### src/rtl/improv_serial_frame_parser_macros.svh
// Assertion macros used by the frame parser top level.
`ifndef IMPROV_SERIAL_FRAME_PARSER_MACROS_SVH
`define IMPROV_SERIAL_FRAME_PARSER_MACROS_SVH

// Same-cycle implication, checked on every clock edge out of reset.
`define ISFP_ASSERT_NOW(label, ante, cons, msg) \
  label: assert property (@(posedge clk_i) disable iff (!rst_ni) (ante) |-> (cons)) \
    else $error(msg);

// Next-cycle implication.
`define ISFP_ASSERT_NEXT(label, ante, cons, msg) \
  label: assert property (@(posedge clk_i) disable iff (!rst_ni) (ante) |=> (cons)) \
    else $error(msg);

`endif

### src/rtl/isfp_pkg.sv
// Types, codes and constants of the serial frame parser.
package isfp_pkg;

  localparam int unsigned PosW     = 9;
  localparam int unsigned SsidEndW = 9;
  localparam int unsigned PassEndW = 10;
  localparam int unsigned CfgIdxW  = 2;

  typedef enum logic [CfgIdxW-1:0] {
    CFG_PROTOCOL_VERSION   = 2'd0,
    CFG_RPC_TYPE_CODE      = 2'd1,
    CFG_WIFI_SETTINGS_CODE = 2'd2
  } cfg_idx_e;

  typedef enum logic [2:0] {
    ROLE_PREFIX   = 3'd0,
    ROLE_VERSION  = 3'd1,
    ROLE_TYPE     = 3'd2,
    ROLE_LENGTH   = 3'd3,
    ROLE_PAYLOAD  = 3'd4,
    ROLE_CHECKSUM = 3'd5,
    ROLE_REJECTED = 3'd6
  } role_e;

  typedef enum logic [2:0] {
    FLD_NONE      = 3'd0,
    FLD_COMMAND   = 3'd1,
    FLD_INNER_LEN = 3'd2,
    FLD_SSID_LEN  = 3'd3,
    FLD_SSID_CHAR = 3'd4,
    FLD_PASS_LEN  = 3'd5,
    FLD_PASS_CHAR = 3'd6
  } field_e;

  typedef enum logic [2:0] {
    ST_NONE     = 3'd0,
    ST_RPC_OK   = 3'd1,
    ST_OTHER_OK = 3'd2,
    ST_CSUM_ERR = 3'd3,
    ST_LEN_ERR  = 3'd4
  } status_e;

  localparam logic [7:0] ProtocolVersionRst  = 8'd1;
  localparam logic [7:0] RpcTypeCodeRst      = 8'd3;
  localparam logic [7:0] WifiSettingsCodeRst = 8'd1;

  localparam logic [PosW-1:0] PosVersion  = 9'd6;
  localparam logic [PosW-1:0] PosType     = 9'd7;
  localparam logic [PosW-1:0] PosLength   = 9'd8;
  localparam logic [PosW-1:0] PosPayload  = 9'd9;

  typedef struct packed {
    logic [7:0] protocol_version;
    logic [7:0] rpc_type_code;
    logic [7:0] wifi_settings_code;
  } cfg_t;

  typedef struct packed {
    logic       accepted;
    role_e      role;
    field_e     field;
    logic [7:0] data;
    status_e    status;
    logic [7:0] command;
    logic [7:0] frame_type;
  } result_t;

  // Expected "IMPROV" prefix character per position.
  function automatic logic [7:0] prefix_char(input logic [2:0] idx);
    logic [7:0] c;
    case (idx)
      3'd0:    c = 8'h49; // I
      3'd1:    c = 8'h4D; // M
      3'd2:    c = 8'h50; // P
      3'd3:    c = 8'h52; // R
      3'd4:    c = 8'h4F; // O
      3'd5:    c = 8'h56; // V
      default: c = 8'h00;
    endcase
    return c;
  endfunction

endpackage

### src/rtl/isfp_cfg.sv
// Configuration registers of the serial frame parser.
module isfp_cfg (
  input  logic                           clk_i,
  input  logic                           rst_ni,
  input  logic                           cfg_we_i,
  input  logic [isfp_pkg::CfgIdxW-1:0]   cfg_index_i,
  input  logic [7:0]                     cfg_data_i,
  output isfp_pkg::cfg_t                 cfg_o
);
  import isfp_pkg::*;

  cfg_t cfg_q;

  always_ff @(posedge clk_i or negedge rst_ni) begin
    if (!rst_ni) begin
      cfg_q.protocol_version   <= ProtocolVersionRst;
      cfg_q.rpc_type_code      <= RpcTypeCodeRst;
      cfg_q.wifi_settings_code <= WifiSettingsCodeRst;
    end else if (cfg_we_i) begin
      case (cfg_index_i)
        CFG_PROTOCOL_VERSION:   cfg_q.protocol_version   <= cfg_data_i;
        CFG_RPC_TYPE_CODE:      cfg_q.rpc_type_code      <= cfg_data_i;
        CFG_WIFI_SETTINGS_CODE: cfg_q.wifi_settings_code <= cfg_data_i;
        default: ;
      endcase
    end
  end

  assign cfg_o = cfg_q;

endmodule

### src/rtl/isfp_core.sv
// Frame tracking state and per-byte decode of the serial frame parser.
module isfp_core (
  input  logic                          clk_i,
  input  logic                          rst_ni,
  input  isfp_pkg::cfg_t                cfg_i,
  input  logic                          take_i,
  input  logic [7:0]                    byte_i,
  output isfp_pkg::result_t             res_o,
  output logic [isfp_pkg::PosW-1:0]     pos_o
);
  import isfp_pkg::*;

  logic [PosW-1:0]     pos_q, pos_d;
  logic [7:0]          sum_q, sum_d;
  logic [7:0]          ptype_q, ptype_d;
  logic [7:0]          plen_q, plen_d;
  logic [7:0]          cmd_q, cmd_d;
  logic [7:0]          inner_q, inner_d;
  logic [SsidEndW-1:0] ssid_end_q, ssid_end_d;
  logic [PassEndW-1:0] pass_end_q, pass_end_d;

  logic [PosW-1:0] pos_off;
  logic [7:0]      off;
  logic            in_payload;
  logic            is_rpc;
  logic            finish;
  field_e          fld;

  assign pos_off    = pos_q - PosPayload;
  assign off        = pos_off[7:0];
  assign in_payload = (pos_q >= PosPayload) && (pos_off < {1'b0, plen_q});
  assign is_rpc     = (ptype_q == cfg_i.rpc_type_code);

  // RPC payload field tagging
  always_comb begin
    cmd_d      = cmd_q;
    inner_d    = inner_q;
    ssid_end_d = ssid_end_q;
    pass_end_d = pass_end_q;
    fld        = FLD_NONE;
    if (in_payload && is_rpc) begin
      if (off == 8'd0) begin
        cmd_d = byte_i;
        fld   = FLD_COMMAND;
      end else if (off == 8'd1) begin
        inner_d = byte_i;
        fld     = FLD_INNER_LEN;
      end else if (cmd_q != cfg_i.wifi_settings_code) begin
        fld = FLD_NONE;
      end else if (off == 8'd2) begin
        ssid_end_d = SsidEndW'(9'd3 + {1'b0, byte_i});
        fld        = FLD_SSID_LEN;
      end else if ({1'b0, off} < ssid_end_q) begin
        fld = FLD_SSID_CHAR;
      end else if ({1'b0, off} == ssid_end_q) begin
        pass_end_d = {1'b0, ssid_end_q} + 10'd1 + {2'b00, byte_i};
        fld        = FLD_PASS_LEN;
      end else if ({2'b00, off} < pass_end_q) begin
        fld = FLD_PASS_CHAR;
      end
    end
  end

  // Byte role, frame outcome and next frame state
  always_comb begin
    res_o            = '0;
    res_o.data       = byte_i;
    res_o.role       = ROLE_PREFIX;
    res_o.field      = FLD_NONE;
    res_o.status     = ST_NONE;
    ptype_d          = ptype_q;
    plen_d           = plen_q;
    finish           = 1'b0;
    if (pos_q < PosVersion) begin
      if (byte_i != prefix_char(pos_q[2:0])) begin
        res_o.role = ROLE_REJECTED;
        finish     = 1'b1;
      end
    end else if (pos_q == PosVersion) begin
      if (byte_i != cfg_i.protocol_version) begin
        res_o.role = ROLE_REJECTED;
        finish     = 1'b1;
      end else begin
        res_o.role = ROLE_VERSION;
      end
    end else if (pos_q == PosType) begin
      ptype_d    = byte_i;
      res_o.role = ROLE_TYPE;
    end else if (pos_q == PosLength) begin
      plen_d     = byte_i;
      res_o.role = ROLE_LENGTH;
    end else if (in_payload) begin
      res_o.role  = ROLE_PAYLOAD;
      res_o.field = fld;
    end else begin
      res_o.role       = ROLE_CHECKSUM;
      res_o.frame_type = ptype_q;
      finish           = 1'b1;
      if (sum_q != byte_i) begin
        res_o.status = ST_CSUM_ERR;
      end else if (is_rpc) begin
        if (plen_q < 8'd2 || inner_q != (plen_q - 8'd2)) begin
          res_o.status = ST_LEN_ERR;
        end else begin
          res_o.status  = ST_RPC_OK;
          res_o.command = cmd_q;
        end
      end else begin
        res_o.status = ST_OTHER_OK;
      end
    end
    res_o.accepted = !finish;
    sum_d          = sum_q + byte_i;
    pos_d          = pos_q + 9'd1;
  end

  always_ff @(posedge clk_i or negedge rst_ni) begin
    if (!rst_ni) begin
      pos_q      <= '0;
      sum_q      <= '0;
      ptype_q    <= '0;
      plen_q     <= '0;
      cmd_q      <= '0;
      inner_q    <= '0;
      ssid_end_q <= '0;
      pass_end_q <= '0;
    end else if (take_i) begin
      if (finish) begin
        pos_q      <= '0;
        sum_q      <= '0;
        ptype_q    <= '0;
        plen_q     <= '0;
        cmd_q      <= '0;
        inner_q    <= '0;
        ssid_end_q <= '0;
        pass_end_q <= '0;
      end else begin
        pos_q      <= pos_d;
        sum_q      <= sum_d;
        ptype_q    <= ptype_d;
        plen_q     <= plen_d;
        cmd_q      <= cmd_d;
        inner_q    <= inner_d;
        ssid_end_q <= ssid_end_d;
        pass_end_q <= pass_end_d;
      end
    end
  end

  assign pos_o = pos_q;

endmodule

### src/rtl/improv_serial_frame_parser.sv
// Top level of the serial frame parser: config, decode and result register.
//
// Usage:
//   rx channel (rx_valid_i / rx_stall_o / rx_byte_i) carries one received
//   serial byte per beat. The result channel (res_valid_o / res_stall_i plus
//   the field ports) returns exactly one result beat per byte: the byte's
//   role, its RPC field, the byte itself and, on the checksum byte, the
//   frame outcome with command code and packet type.
//   Latency: a result is valid the cycle after its byte is taken.
//   Throughput: one byte per cycle unless stalled; the frame state (position, running sum,
//   lengths, string end offsets) updates in the same cycle the byte is taken,
//   so nothing waits on the previous result.
//   Stall: a held result keeps its value; while it is held and stalled,
//   rx_stall_o is high. When the held result leaves in the same cycle, a new
//   byte is taken at once.
//   Reset: the frame goes to position zero, config returns to version 1,
//   RPC type 3, WiFi settings command 1, and the result register empties.
//   Config writes (cfg_we_i, cfg_index_i, cfg_data_i) take effect at the
//   next edge; indexes past the last register are ignored.
module improv_serial_frame_parser (
  input  logic                          clk_i,
  input  logic                          rst_ni,
  input  logic                          cfg_we_i,
  input  logic [isfp_pkg::CfgIdxW-1:0]  cfg_index_i,
  input  logic [7:0]                    cfg_data_i,
  input  logic                          rx_valid_i,
  output logic                          rx_stall_o,
  input  logic [7:0]                    rx_byte_i,
  output logic                          res_valid_o,
  input  logic                          res_stall_i,
  output logic                          accepted_o,
  output logic [2:0]                    byte_role_o,
  output logic [2:0]                    rpc_field_o,
  output logic [7:0]                    data_byte_o,
  output logic [2:0]                    frame_status_o,
  output logic [7:0]                    command_code_o,
  output logic [7:0]                    frame_type_o
);
  import isfp_pkg::*;

  `include "improv_serial_frame_parser_macros.svh"

  cfg_t            cfg;
  result_t         res_d, res_q;
  logic            res_valid_q;
  logic            take;
  logic [PosW-1:0] pos;

  isfp_cfg u_cfg (
    .clk_i       (clk_i),
    .rst_ni      (rst_ni),
    .cfg_we_i    (cfg_we_i),
    .cfg_index_i (cfg_index_i),
    .cfg_data_i  (cfg_data_i),
    .cfg_o       (cfg)
  );

  // Take a byte whenever the result slot is empty or draining this cycle.
  assign rx_stall_o = res_valid_q & res_stall_i;
  assign take       = rx_valid_i & ~rx_stall_o;

  isfp_core u_core (
    .clk_i  (clk_i),
    .rst_ni (rst_ni),
    .cfg_i  (cfg),
    .take_i (take),
    .byte_i (rx_byte_i),
    .res_o  (res_d),
    .pos_o  (pos)
  );

  always_ff @(posedge clk_i or negedge rst_ni) begin
    if (!rst_ni) begin
      res_valid_q <= 1'b0;
    end else if (take) begin
      res_valid_q <= 1'b1;
    end else if (!res_stall_i) begin
      res_valid_q <= 1'b0;
    end
  end

  // Result payload, no reset needed.
  always_ff @(posedge clk_i) begin
    if (take) begin
      res_q <= res_d;
    end
  end

  assign res_valid_o    = res_valid_q;
  assign accepted_o     = res_q.accepted;
  assign byte_role_o    = res_q.role;
  assign rpc_field_o    = res_q.field;
  assign data_byte_o    = res_q.data;
  assign frame_status_o = res_q.status;
  assign command_code_o = res_q.command;
  assign frame_type_o   = res_q.frame_type;

  // A byte that ends the frame sends the parser back to position zero.
  `ISFP_ASSERT_NEXT(a_end_clears_pos, take && !res_d.accepted, pos == '0, "frame end did not clear position")
  // Only the checksum byte carries a frame outcome.
  `ISFP_ASSERT_NOW(a_status_on_csum, res_valid_q && res_q.status != ST_NONE, res_q.role == ROLE_CHECKSUM && !res_q.accepted, "outcome on a non-checksum byte")
  // RPC fields are tagged only on payload bytes.
  `ISFP_ASSERT_NOW(a_field_in_payload, res_valid_q && res_q.field != FLD_NONE, res_q.role == ROLE_PAYLOAD, "rpc field outside payload")
  // A byte taken always shows up as a result in the next cycle.
  `ISFP_ASSERT_NEXT(a_take_gives_result, take, res_valid_q, "taken byte produced no result")

endmodule

### config.mk
export PLATFORM = sky130hd
export DESIGN_NAME = improv_serial_frame_parser
export DESIGN_NICKNAME = d
export VERILOG_FILES = /design/src/rtl/isfp_pkg.sv /design/src/rtl/isfp_cfg.sv /design/src/rtl/isfp_core.sv /design/src/rtl/improv_serial_frame_parser.sv
export VERILOG_INCLUDE_DIRS = /design/src /design/src/rtl
export SDC_FILE = /design/constraint.sdc
export NUM_CORES = 1
export LEC_CHECK = 0
export ABC_AREA = 1
export BUFFER_PORTS_ARGS = -buffer_cell sky130_fd_sc_hd__buf_4
export CAP_MARGIN = 0
export CELL_PAD_IN_SITES_DETAIL_PLACEMENT = 1
export CELL_PAD_IN_SITES_GLOBAL_PLACEMENT = 1
export CORE_ASPECT_RATIO = 1.5
export CORE_MARGIN = 8
export CORE_UTILIZATION = 50
export DETAILED_ROUTE_END_ITERATION = 8
export HOLD_SLACK_MARGIN = 0.02
export PLACE_DENSITY_LB_ADDON = 0.3
export SYNTH_ARGS = -nofsm -noshare
export SYNTH_HDL_FRONTEND = slang
export SYNTH_SLANG_ARGS = --single-unit
### constraint.sdc
create_clock -name clk_i -period 6.1 [get_ports clk_i]
set_clock_uncertainty 0.15 [all_clocks]
set_input_delay 0.61 -clock clk_i [delete_from_list [all_inputs] [get_ports clk_i]]
set_output_delay 0.61 -clock clk_i [all_outputs]
set_load 0.02 [all_outputs]
==> impl_metrics.py <==
metrics = {
    "yosys": {
        "synth_fp_nets": 995,
        "synthDistinctLibCells": 49,
        "yosys_warnings": 0,
        "synthesis.area_um2": 7690,
        "synth_cells": 923,
        "yosysSeqAreaShare_pct": 43.6,
        "ys_seq_elements": 127,
        "synth_area_per_cell_um2": 8.33,
    },
    "global_route": {
        "grt_pass1_wl_um": 39600,
        "antenna_found_initial": 0,
        "grt_overflow": 0,
        "grt_start_max_net_pins": 68,
        "grt_pass1_vias": 7637,
        "grt.total_usage_pct": 26.3,
    },
    "setup_path": {
        "cp.arrival_ps": 4030,
        "slowest_delay_ps": 520,
        "crit_buf_inv": 3,
        "critPathMostFrequentCell": "nand2_1",
        "path_class": "reg2reg",
        "critPathLaunchType": "flop",
        "endpoint_kind": "flop",
        "crit_chain": "inv_1 > ha_1 > inv_1 > o21ai_2 > nor2_1 > inv_1 > nand2_1 > ha_1 > a21oi_1 > nand2_1 > nand2_1 > nand2_1 > nand2_1 > nand2_4 > nor3_4 > nand2_2 > nand3_1 > o21ai_0",
        "path_delay_family": "simple AND/OR/NAND/NOR gates",
        "critPathSlowestCell": "dfrtp_1",
        "cp_max_fo": 12,
        "critPathRequiredTime_ps": 6240,
    },
    "placed_design": {
        "dp.final_hpwl_um": 17400,
        "placed_cell_area_um2": 8300,
        "io_buffers": 58,
        "pre_cts_slack_ps": 2440,
        "gp_congestion": 0.900,
    },
    "run_status": {
        "outcome": "finished, final reports clean",
    },
    "drt": {
        "viasPerCell": 5.56,
        "drtAntennaViolNets": 0,
        "routed_wl_um": 24200,
        "wl_per_cell_um": 20.1,
        "drc_errors": 0,
        "dr.pass1.iters": 6,
        "vias": 6687,
        "first_iter_violations": 285,
    },
    "cells_and_area": {
        "fillers": 1827,
        "diodes": 0,
        "drive_above_1_share_pct": 13.7,
        "final_area_um2": 8870,
        "area_growth_pct": 15.3,
        "nNetsFinal": 1063,
    },
    "clock_network": {
        "clock-sinks": 127,
        "cts_buffer_depth": 2,
        "numCtsBuffers": 17,
        "clk_latency_ps": 430,
        "postCtsSetupBuffers": 0,
        "cts_root_buf": "clkbuf_16",
        "htreeDepth": 4,
        "post_cts_resized": 0,
        "clk_pin_slew_ps": 60,
        "cts_tree": "built",
        "cts_hold_buf": 1,
    },
    "timing": {
        "min_period_ps": 3890,
        "finalSetupViolCount": 0,
        "worst_pin_slew_ps": 869,
        "fin_hold_ws_ps": 251,
        "relSlewSlack_pct": 42.0,
        "rsz0062_at_grt": "no",
        "fmax_mhz": 257,
        "timing.setup.tns_ps": 0,
        "slew_viol_final": 0,
        "hold_violations": 0,
        "period_share_pct": 63.8,
        "setup_slack_ps": 2210,
    },
    "floorplanning": {
        "die_w_um": 117,
        "ios": 59,
        "core_um2": 15100,
        "num_rows": 55,
        "fp.dieArea_um2": 19700,
        "die_h_um": 168,
        "floorplan.initialDensity_pct": 51.0,
    },
    "power": {
        "power_leakage_nw": 4.28,
        "irDropWorstVdd_v": 0.000170,
        "power_density_nw_per_um2": 261,
    },
    "flow_run": {
        "cap_violations": 0,
    },
    "min_path": {
        "hp-class": "in2reg",
    },
}
## synthesized netlist by cell type, drive strengths merged
library cell / n / area (um^2)
a21boi: 1 / 7.51
clkbuf: 4 / 15.0
o211ai: 2 / 15.0
nor3: 16 / 91.3
nor2: 89 / 414
nand3: 80 / 433
ha: 47 / 588
fa: 2 / 40.0
o21a: 2 / 15.0
nor4: 5 / 31.3
o22ai: 3 / 18.8
edfxtp: 34 / 1020
o31ai: 1 / 7.51
a31oi: 1 / 6.26
a21oi: 39 / 221
nor3b: 8 / 60.1
dfrtp: 89 / 2230
nand3b: 9 / 67.6
nand2: 250 / 981
xor2: 25 / 219
o21ai: 49 / 260
a21o: 1 / 7.51
a211oi: 1 / 7.51
buf: 8 / 83.8
xnor2: 24 / 210
nor2b: 1 / 6.26
inv: 110 / 420
and3: 2 / 12.5
o311ai: 1 / 8.76
clkinv: 3 / 12.5
nand4: 9 / 56.3
or2: 2 / 12.5
dfstp: 4 / 105
and2: 1 / 6.26
## sequential cells by signal, indices dropped and copies added (netlist names), 8 cells and up
name / flops
u_cfg.cfg_o: 24
u_core.pass_end_q: 10
u_core.pos_o: 9
u_core.ssid_end_q: 9
command_code_o: 8
data_byte_o: 8
frame_type_o: 8
u_core.cmd_q: 8
u_core.inner_q: 8
u_core.plen_q: 8
u_core.ptype_q: 8
u_core.sum_q: 8
## path summary, 6_finish.rpt
kind / start / to / slack (ps) / cells past startpoint
setup / recovery: u_core.pos_o[0]$_DFFE_PN0P_ / u_core.inner_q[7]$_DFFE_PN0P_ / 2210 / 18
hold / removal: res_stall_i / res_valid_o$_DFFE_PN0P_ / 250 / 3
setup reg to reg: u_core.pos_o[0]$_DFFE_PN0P_ / u_core.inner_q[7]$_DFFE_PN0P_ / 2210 / 18
hold reg to reg: u_cfg.cfg_o[16]$_DFFE_PN1P_ / u_cfg.cfg_o[16]$_DFFE_PN1P_ / 350 / 2
max in group asynchronous: rst_ni / u_core.pos_o[7]$_DFFE_PN0P_ / 4110 / 3
min in group asynchronous: rst_ni / u_core.sum_q[6]$_DFFE_PN0P_ / 490 / 2
## metal layers
layer	routed length (um)	share of wire, %	track usage [%]	vias up
met3	823	3.4	4.48	71
met2	13200	55	48.0	157
li1	-	-	-	3142
met5	0	0	0	-
met4	1130	4.7	14.3	0
met1	9010	37	27.4	3317
## layout by cell type, fill, tap and decap left out, types with 17 or more instances in the layout
| master | netlist | routed |
|---|---|---|
| xnor2_1 | 24 | 24 |
| inv_1 | 104 | 104 |
| ha_1 | 47 | 47 |
| nand2_1 | 241 | 241 |
| dfrtp_1 | 89 | 89 |
| o21ai_0 | 44 | 44 |
| a21oi_1 | 36 | 36 |
| xor2_1 | 25 | 25 |
| clkbuf_16 | 0 | 17 |
| edfxtp_1 | 34 | 34 |
| buf_4 | 0 | 60 |
| nand3_1 | 75 | 75 |
| nor2_1 | 75 | 75 |
## stage by stage
stage | total power [mW] | util [%] | instances
detailed placement | 1.33 | 55.0 | 1170
CTS | 2.32 | 58.8 | 1203
finish | 2.32 | 58.8 | 1203
global route | 2.40 | 58.8 | 1203
floorplan | 1.20 | - | 923
global placement | 1.31 | 55.0 | 1170
## final cells by class
type                       instances  area (um^2)  share of cell area [%]
clock buffer                      18          429                    4.84
multi-input combinational        671         3810                    43.0
clock inverter                    14          133                    1.50
sequential                       127         3350                    37.8
tap                              199          249                    2.81
inverter                         113          433                    4.88
timing repair buffer              61          460                    5.19
## cell families (layout without fill, tap and decap cells)
group	Yosys count	after routing	share of synthesized area, %
AOI/OAI and AO/OA	101	101	7.48
DFF	127	127	43.6
buffers and inverters	125	206	6.91
and+or+nand+nor	472	472	28.2
adders and majority gates	49	49	8.17
xor gates and xnor gates	49	49	5.58
## worst register-to-register path, delay by kind of cell (launching register included)
kind                     cells  cell delay [ps]
AO/OA/AOI/OAI                3              360
adder cells (fa/ha/maj)      2              580
buffers and inverters        3              360
flip-flops                   1              520
AND/OR/NAND/NOR             10             1790
## power by group
group / leakage [nW] / internal [mW] / switching (mW)
clock network: 0.265 / 0.567 / 0.419
logic: 2.45 / 0.130 / 0.241
registers: 1.57 / 0.922 / 0.0366
Note: power is estimated with default switching activity, not from simulation.
